`src/rtl/agmu_pkg.sv`:
```
// shared constants, register codes and types of the adaptive gain momentum update
`default_nettype none

package agmu_pkg;

  localparam int COORD_W    = 16;
  localparam int DATA_W     = 32;
  localparam int ITER_W     = 20;
  localparam int SCALE_W    = 18;
  localparam int LR_W       = 32;
  localparam int FLOOR_W    = 17;
  localparam int MOM_W      = 16;
  localparam int COORD_SPAN = 1 << COORD_W;

  localparam int MAX_COORDS_DEF = 65536;

  localparam int CFG_IDX_W  = 3;
  localparam int CFG_DATA_W = 32;

  localparam int NUM_STAGES     = 8;
  localparam int RMW_LAST_STAGE = 6;
  localparam int PIPE_SLOTS     = NUM_STAGES + 1;

  localparam logic [DATA_W-1:0] GAIN_ONE = 32'h0001_0000;
  localparam logic [DATA_W-1:0] GAIN_INC = 32'd13107;
  localparam logic [MOM_W-1:0]  GAIN_DEC = 16'd52429;

  localparam logic [LR_W-1:0]    LR_RST     = 32'd13107200;
  localparam logic [FLOOR_W-1:0] FLOOR_RST  = 17'd6554;
  localparam logic [MOM_W-1:0]   EARLY_RST  = 16'd32768;
  localparam logic [MOM_W-1:0]   LATE_RST   = 16'd52429;
  localparam logic [ITER_W-1:0]  SWITCH_RST = 20'd250;

  typedef enum logic [CFG_IDX_W-1:0] {
    REG_LEARNING_RATE    = 3'd0,
    REG_GAIN_FLOOR       = 3'd1,
    REG_EARLY_MOMENTUM   = 3'd2,
    REG_LATE_MOMENTUM    = 3'd3,
    REG_SWITCH_ITERATION = 3'd4
  } cfg_reg_e;

  typedef struct packed {
    logic [LR_W-1:0]    learning_rate;
    logic [FLOOR_W-1:0] gain_floor;
    logic [MOM_W-1:0]   early_momentum;
    logic [MOM_W-1:0]   late_momentum;
    logic [ITER_W-1:0]  switch_iteration;
  } cfg_t;

  typedef struct packed {
    logic [COORD_W-1:0]       coord_index;
    logic signed [DATA_W-1:0] gradient;
    logic signed [DATA_W-1:0] position;
    logic [ITER_W-1:0]        iteration_number;
    logic [SCALE_W-1:0]       step_scale;
  } in_item_t;

  typedef struct packed {
    logic [COORD_W-1:0]       out_index;
    logic signed [DATA_W-1:0] new_position;
    logic                     saturated;
  } out_item_t;

  typedef struct packed {
    logic               en;
    logic [COORD_W-1:0] addr;
  } mem_rd_t;

  typedef struct packed {
    logic                     en;
    logic [COORD_W-1:0]       addr;
    logic [DATA_W-1:0]        gain;
    logic signed [DATA_W-1:0] vel;
  } mem_wr_t;

endpackage

`default_nettype wire

```
`src/rtl/agmu_cfg.sv`:
```
// configuration register file
`default_nettype none

module agmu_cfg (
  input  wire logic                            clk,
  input  wire logic                            rst_n,
  input  wire logic                            cfg_we,
  input  wire logic [agmu_pkg::CFG_IDX_W-1:0]  cfg_index,
  input  wire logic [agmu_pkg::CFG_DATA_W-1:0] cfg_wdata,
  output agmu_pkg::cfg_t                       cfg
);
  import agmu_pkg::*;

  cfg_t cfg_r;
  cfg_t cfg_nxt;

  always_comb begin
    cfg_nxt = cfg_r;
    if (cfg_we) begin
      case (cfg_index)
        REG_LEARNING_RATE:    cfg_nxt.learning_rate    = cfg_wdata[LR_W-1:0];
        REG_GAIN_FLOOR:       cfg_nxt.gain_floor       = cfg_wdata[FLOOR_W-1:0];
        REG_EARLY_MOMENTUM:   cfg_nxt.early_momentum   = cfg_wdata[MOM_W-1:0];
        REG_LATE_MOMENTUM:    cfg_nxt.late_momentum    = cfg_wdata[MOM_W-1:0];
        REG_SWITCH_ITERATION: cfg_nxt.switch_iteration = cfg_wdata[ITER_W-1:0];
        default:              cfg_nxt = cfg_r;
      endcase
    end
  end

  always_ff @(posedge clk) begin
    if (!rst_n) begin
      cfg_r.learning_rate    <= LR_RST;
      cfg_r.gain_floor       <= FLOOR_RST;
      cfg_r.early_momentum   <= EARLY_RST;
      cfg_r.late_momentum    <= LATE_RST;
      cfg_r.switch_iteration <= SWITCH_RST;
    end else begin
      cfg_r <= cfg_nxt;
    end
  end

  assign cfg = cfg_r;

endmodule

`default_nettype wire

```
`config.mk`:
```
export PLATFORM = sky130hd
export DESIGN_NAME = agmu_cfg
export DESIGN_NICKNAME = d
export VERILOG_FILES = /design/src/rtl/agmu_pkg.sv /design/src/rtl/agmu_cfg.sv
export SDC_FILE = /design/constraint.sdc
export NUM_CORES = 1
export LEC_CHECK = 0
export BUFFER_PORTS_ARGS = -buffer_cell sky130_fd_sc_hd__clkbuf_2
export CELL_PAD_IN_SITES_DETAIL_PLACEMENT = 1
export CELL_PAD_IN_SITES_GLOBAL_PLACEMENT = 1
export CORE_MARGIN = 10
export CORE_UTILIZATION = 33
export DETAILED_ROUTE_END_ITERATION = 16
export GPL_TIMING_DRIVEN = 0
export PLACE_DENSITY = 0.73
export SYNTH_ARGS = -nofsm -noshare
export SYNTH_HDL_FRONTEND = slang
export SYNTH_SLANG_ARGS = --single-unit
```
`constraint.sdc`:
```
create_clock -name clk -period 1 [get_ports clk]
set_clock_uncertainty 0.1 [all_clocks]
set_input_delay 0.05 -clock clk [delete_from_list [all_inputs] [get_ports clk]]
set_output_delay 0.05 -clock clk [all_outputs]
set_load 0.05 [all_outputs]
```
==> reports/metrics.sh, run 1 <==
CRITICAL_PATH_CELL_COUNT=1
TIGHTEST_SLEW_NS=0.618
GRT_UTIL_ALL_LAYERS_PCT=21.8
CRITICAL_PATH.ENDPOINT_TYPE='primary output'
SEQ_AREA_FRAC_SYNTH_PCT=51.2
FINAL.SETUP.WORST_SLACK_NS=-0.0670
TRITONCTS='built'
IOPINCOUNT=139
WORST_HOLD_DEPTH=3
CLOCK-SINKS=101
SYNTH_WARNINGS=0
POSTROUTEWIRELENGTH_UM=20000
POST_ROUTE_CELLS_DRIVE_ABOVE_1_SHARE_PCT=52.9
AREA_GROWTH_PCT=102
SYNTH_TOP_CELL_AREA_SHARE_PCT=51.2
CHIPHEIGHT_UM=129
SYNTH_EDF_COUNT=0
ANTENNA_VIOLATING_NETS_POST_ROUTE=0
ASYNCSETRESETFLOPFRACSYNTH_PCT=0
DOMINANTREGCELLSYNTH='dfxtp_1'
SYNTH.AREA.TOP_CELLS='dfxtp_1 (51%), mux2i_1 (26%), nand2_1 (10%)'
IRDROPWORSTVDD_uV=792
POSTLAYOUTCELLAREA_MM2=0.00798
HTREEDEPTH=3
PATH_BUF_INV=1
PORTBUFFERS=137
REG2REG_DEPTH=3
ROUTE.DETAILED.WL_PER_INST_UM=26.4
CTS_MAX_PATH_BUFFERS=2
DESIGN.CORE.AREA_MM2=0.0116
DP_HPWL_UM=10100
SEQCELLAREA_MM2=0.00218
FLOORPLAN.INITIALDENSITY_PCT=34.1
AREA_POST_PLACEMENT_MM2=0.00481
MAX-CAP-VIOLATIONS=0
LEAKAGEPOWER_nW=3.54
CRITPATHMAXSTAGEDELAY_NS=0.39
GRT_SETUP_UNREPAIRED='true'
HOLD_SLACK_NS=0.0478
LARGEST_REGISTER_FF_COUNT=101
HOLD_VIOLATIONS=0
CLK_PIN_SLEW_WORST_PATHS_NS=0.08
DETAILEDROUTE.FIRSTITERATIONVIOLATIONS=202
FAILED_CHECKS='setup timing'
DIE_AREA_MM2=0.0167
CLOCKROOTBUFFER='clkbuf_16'
NETS=647
WORST-PATH-MAX-FANOUT=2
YOSYS.CELL_TYPES.COUNT=15
CRITICAL_PATH.STARTPOINT_TYPE='flip-flop'
POST_SYNTH_INST_COUNT=384
TIMING.SLEW.HEADROOM_PCT=58.8
NUMCTSBUFFERS=9
FIN_CRIT_SH_PCT=107
SYNTHTOPCELLSBYCOUNT='nand2_1 (105), dfxtp_1 (101), mux2i_1 (101)'
DR.PASS1.ITERS=4
SYNTHESIZED_AREA_PER_CELL_UM2=10.3
CRITICAL_PATH_CLASS='flip-flop to primary output'
CP.ARRIVAL_NS=0.92
DIE-WIDTH_UM=129
SLOWEST_STAGE='dfxtp_4'
LARGEST_NET_DEGREE_AT_THE_START_OF_GLOBAL_ROUTING=16
NUM_VIAS=3810
AREA_OF_THE_MULTI_INPUT_GATES_MM2=0.00178
TIMING.FINAL.MAX_SLEW_VIOLATIONS=0
PLACEMENTROWS=39
PLACE_WS_NS=-0.456
P_PER_AREA_mW_PER_MM2=1150
CRITICAL_PATH.CELL_CHAIN='clkbuf_16'
N_FILL_CELL=1070
SYNTH_TOP_AREA_CELL='dfxtp_1'
ANTENNA-DIODE-COUNT=0
TOTALPOWERFINAL_W=0.00921
GATE_FAMILY_RESPONSIBLE_FOR_THE_MOST_DELAY_ALONG_THE_WORST_PATH='flip-flops'
GPL.FINAL_WEIGHTED_CONGESTION=0.755
ANTENNA_FOUND_INITIAL=0
SYNTH_AREA_MM2=0.00395
CLOCK_INSERTION_DELAY_WORST_SKEW_NS=0.35
FINALCRITICALPERIOD_NS=1.07
GRT_PASS1_WL_UM=27200
DRT_DRC_VIOLATIONS_LEFT=0
FMAX_MHz=937
ROUTE.DETAILED.VIAS_PER_INST=5.03
OUTCOME='finished, violations left'
TIMING.CRITICAL_PATH.REQUIRED_NS=0.85
GRT.OVERFLOW.TOTAL=0
MAPPEDNETLISTNETS=422
FIRST_GLOBAL_VIAS=4227
YOSYS.CELL_COUNT.TOP_TYPE='nand2_1'
SETUP_VIOLATIONS=107
HP_CLASS='input port to flip-flop'
SYNTH-SEQ-CELLS=101
==> final timing paths <==
path,slack (ns),endpoint,start
setup reg to reg,0.02,cfg[75],cfg[75]
hold reg to reg,0.37,cfg[93],cfg[93]
setup / recovery,-0.07,cfg[27],cfg[27]
hold / removal,0.05,cfg[35],cfg_we
==> stage by stage <==
step / std cells / TNS (ns) / utilization, %
after floorplan: 384 / -1.15 / -
after global placement: 664 / -23.89 / 41.6
after detailed placement: 664 / -28.59 / 41.6
after CTS: 725 / -2.58 / 66.2
after global routing: 757 / -4.62 / 69.0
final: 757 / -3.04 / 69.0
==> kinds of logic (layout without fill, tap and decap cells) <==
family	after synthesis	in the layout	synth area share, %
buffers and inverters	27	257	4.03
AND/OR/NAND/NOR	155	155	19.1
multiplexers	101	101	25.6
flip-flops	101	101	51.2
==> report_power, final <==
| group | leakage, nW | internal [W] | total [W] | switching, W |
|---|---|---|---|---|
| combinational | 2.56 | 0.000725 | 0.00152 | 0.000796 |
| clock | 0.132 | 0.00183 | 0.00348 | 0.00166 |
| sequential | 0.847 | 0.00410 | 0.00420 | 0.000102 |
==> timing repair <==
action                                  CTS  global route
pin swaps                                 1             0
setup buffers                            13            32
hold buffers                             32             0
endpoints found under the setup margin  139           144
hold endpoints to repair                 95             0
resized for setup                       408            33
==> per-layer routing <==
layer / vias to the layer above / share of wire, % / GRT usage (%)
li1: 1707 / - / -
met1: 1931 / 36 / 21.7
met2: 139 / 55 / 41.8
met3: 33 / 6.4 / 6.57
met4: 0 / 2.7 / 8.09
met5: - / 0 / 0
==> area by class of cell <==
cell class,instances,share of cell area [%]
clock inverter,3,0.251
buffer,27,2.51
tap,143,2.24
clock buffer,13,3.26
sequential,101,27.3
timing repair buffer,214,42.1
multi-input combinational,256,22.3
==> layout by cell type, fill, tap and decap left out, drive strengths merged <==
| master | synthesis | final |
|---|---|---|
| and4bb | 2 | 2 |
| nand2 | 105 | 105 |
| clkinvlp | 0 | 2 |
| nand4bb | 2 | 2 |
| dfxtp | 101 | 101 |
| clkinv | 0 | 1 |
| mux2i | 101 | 101 |
| nor2b | 43 | 43 |
| clkbuf | 13 | 163 |
| buf | 14 | 59 |
| nand4b | 1 | 1 |
| and4b | 1 | 1 |
| dlygate4sd3 | 0 | 32 |
| nor4b | 1 | 1 |
(Power assumes the default switching activity.)
==> run 2: changes to the inputs <==
--- a/config.mk
+++ b/config.mk
@@ -9,10 +9,12 @@
 export CELL_PAD_IN_SITES_DETAIL_PLACEMENT = 1
 export CELL_PAD_IN_SITES_GLOBAL_PLACEMENT = 1
 export CORE_MARGIN = 10
-export CORE_UTILIZATION = 33
+export CORE_UTILIZATION = 27
 export DETAILED_ROUTE_END_ITERATION = 16
 export GPL_TIMING_DRIVEN = 0
-export PLACE_DENSITY = 0.73
+export PLACE_DENSITY = 0.61
+export REMOVE_ABC_BUFFERS = 1
+export SKIP_CTS_REPAIR_TIMING = 1
 export SYNTH_ARGS = -nofsm -noshare
 export SYNTH_HDL_FRONTEND = slang
 export SYNTH_SLANG_ARGS = --single-unit
==> run 2 against run 1 <==
The flow finishes with violations (hold timing, setup timing). Routed wire length fell by 34%. Sequential share of layout area up 3.9 points. First-iteration DRC count is 61% lower. Critical path depth unchanged. Non-clock buffer count shrank 27. Flip-flop and latch count is the same. Core utilization is 21 points lower. Combinational power fell by 16%. Critical path type unchanged. Largest power group unchanged. Highest routed layer unchanged.
==> reports/metrics.sh, run 2 (same netlist as run 1, synthesis figures left out) <==
OUTCOME='finished, violations left'
FAILED_CHECKS='hold timing, setup timing'
COMBINATIONALPOWERSHARE_PCT=14.9
DP_HPWL_UM=8530
GRT.OVERFLOW.TOTAL=0
TIGHTEST_SLEW_NS=0.328
NUMCTSBUFFERS=9
TIMING.FINAL.MAX_SLEW_VIOLATIONS=0
CP.ARRIVAL_NS=0.86
GATE_FAMILY_RESPONSIBLE_FOR_THE_MOST_DELAY_ALONG_THE_WORST_PATH='flip-flops'
CLOCK_INSERTION_DELAY_WORST_SKEW_NS=0.34
POST_ROUTE_CELLS_DRIVE_ABOVE_1_SHARE_PCT=51.3
REG2REG_DEPTH=3
POWER.INTERNAL_W=0.00636
SEQ_POWER_SHARE_PCT=49.2
TIMING.HOLD.WORST.START='rst_n'
HTREEDEPTH=3
AREA_GROWTH_PCT=74.8
GRT_UTIL_ALL_LAYERS_PCT=11.7
AREA_POST_PLACEMENT_MM2=0.00484
CRITICAL_PATH.CELL_CHAIN='buf_8'
WORSTREG2REGEND='cfg[71]'
DR.PASS1.ITERS=4
SETUP_VIOLATIONS=6
POSTLAYOUTCELLAREA_MM2=0.00690
ANTENNA-DIODE-COUNT=0
CRITICAL_PATH_CLASS='flip-flop to primary output'
MAX-CAP-VIOLATIONS=0
TIMING.SLEW.HEADROOM_PCT=78.1
DETAILEDROUTE.FIRSTITERATIONVIOLATIONS=78
WORST_HOLD_DEPTH=3
DRT_DRC_VIOLATIONS_LEFT=0
CRITICAL_PATH.STARTPOINT_TYPE='flip-flop'
TRITONCTS='built'
CHIPHEIGHT_UM=141
LEAKAGEPOWER_nW=3.03
DIE-WIDTH_UM=141
FINAL.SETUP.WORST_SLACK_NS=-0.0109
LARGEST_REGISTER_FF_COUNT=101
CRITPATHMAXSTAGEDELAY_NS=0.36
FMAX_MHz=989
POWER.SHARE.SWITCHING_PCT=25.6
HOLD_SLACK_NS=-0.0325
TIMING.CRITICAL_PATH.REQUIRED_NS=0.85
GRT_SETUP_UNREPAIRED='true'
POSTROUTEWIRELENGTH_UM=13200
LARGEST_NET_DEGREE_AT_THE_START_OF_GLOBAL_ROUTING=76
IRDROPWORSTVDD_uV=817
P_PER_AREA_mW_PER_MM2=1240
R2R-START='cfg[71]'
NUM_VIAS=3381
CLOCK-SINKS=101
NETS=620
CLK_PIN_SLEW_WORST_PATHS_NS=0.07
FINAL_CELL_MIX='nand2_1 (105), mux2i_1 (100), dfxtp_2 (100), buf_8 (89), nor2b_1 (43)'
FIRST_GLOBAL_VIAS=3429
PLACEMENTROWS=44
CLOCK_POWER_SHARE_PCT=35.9
GPL.FINAL_WEIGHTED_CONGESTION=0.696
TIMING.REG2REG.SETUP_SLACK_NS=0.10
CLOCKROOTBUFFER='clkbuf_16'
FIN_CRIT_SH_PCT=101
ANTENNA_VIOLATING_NETS_POST_ROUTE=0
CRITICAL_PATH.ENDPOINT_TYPE='primary output'
MOSTFREQUENTLAYOUTCELL='nand2_1'
PORTBUFFERS=138
FINALCRITICALPERIOD_NS=1.01
SWITCHINGPOWER_W=0.00219
HOLD_VIOLATIONS=5
IOPINCOUNT=139
ROUTE.DETAILED.VIAS_PER_INST=4.41
N_FILL_CELL=1534
CTS_MAX_PATH_BUFFERS=2
SEQCELLAREA_MM2=0.00215
ANTENNA_FOUND_INITIAL=0
TNS_NS=-0.0242
ROUTE.DETAILED.WL_PER_INST_UM=17.2
HP_CLASS='input port to flip-flop'
SLOWEST_STAGE='dfxtp_2'
PATH_BUF_INV=1
WORST-PATH-MAX-FANOUT=2
FLOORPLAN.INITIALDENSITY_PCT=27.4
AREA_OF_THE_MULTI_INPUT_GATES_MM2=0.00181
GRT_PASS1_WL_UM=18500
DESIGN.CORE.AREA_MM2=0.0144
DIE_AREA_MM2=0.0199
WORSTHOLDENDPOINT='cfg[100]'
[run 2: cell count changes in the layout (fill, tap and decap cells not counted), sizes merged]
cell | previous run | this run
clkinv | 1 | 0
buf | 59 | 147
clkbuf | 163 | 47
clkinvlp | 2 | 0
[run 2: per-stage QoR]
| step | std cells | power, W | utilization, % | setup WS (ns) | hold slack [ns] |
|---|---|---|---|---|---|
| 2_1_floorplan | 357 | 0.00480 | - | -1.08 | 0.0921 |
| 3_3_place_gp | 679 | 0.00513 | 32.6 | -2.06 | 0.181 |
| 3_5_place_dp | 685 | 0.00518 | 33.5 | -0.940 | 0.189 |
| 4_1_cts | 697 | 0.00828 | 35.2 | -0.573 | -0.187 |
| 5_1_grt | 767 | 0.00894 | 47.8 | -0.0433 | -0.000882 |
| 6_report | 767 | 0.00855 | 47.8 | -0.0109 | -0.0325 |
[run 2: cell type report]
type / instances / area share, %
multi-input cells: 256 / 26.2
well taps: 184 / 3.34
flip-flops and latches: 101 / 31.2
clock buffers: 12 / 3.43
repair buffers: 214 / 35.9
[run 2: power groups by stage]
stage	Sequential [W]	Combinational, W	Clock (W)
floorplan	0.00456	0.000247	0
global placement	0.00425	0.000884	0
detailed placement	0.00425	0.000926	0
CTS	0.00416	0.000927	0.00319
global route	0.00422	0.00136	0.00336
finish	0.00421	0.00128	0.00307
[run 2: worst max-delay path by stage]
stage	start	endpoint	slack [ns]	cells past startpoint
2_1_floorplan	cfg_index[0]	cfg[100]	-1.08	2
3_3_place_gp	cfg_index[0]	cfg[84]	-2.06	3
3_5_place_dp	cfg_index[1]	cfg[62]	-0.94	3
4_1_cts	cfg_index[1]	cfg[62]	-0.57	3
5_1_grt	cfg[82]	cfg[82]	-0.04	1
6_report	cfg[82]	cfg[82]	-0.01	1
[run 2: per-layer routing]
layer	vias up	track usage [%]	share of wire, %
met1	1629	12.8	39
met3	11	5.51	7.1
met5	-	0	0
met4	0	3.91	1.5
met2	90	19.4	52
li1	1651	-	-
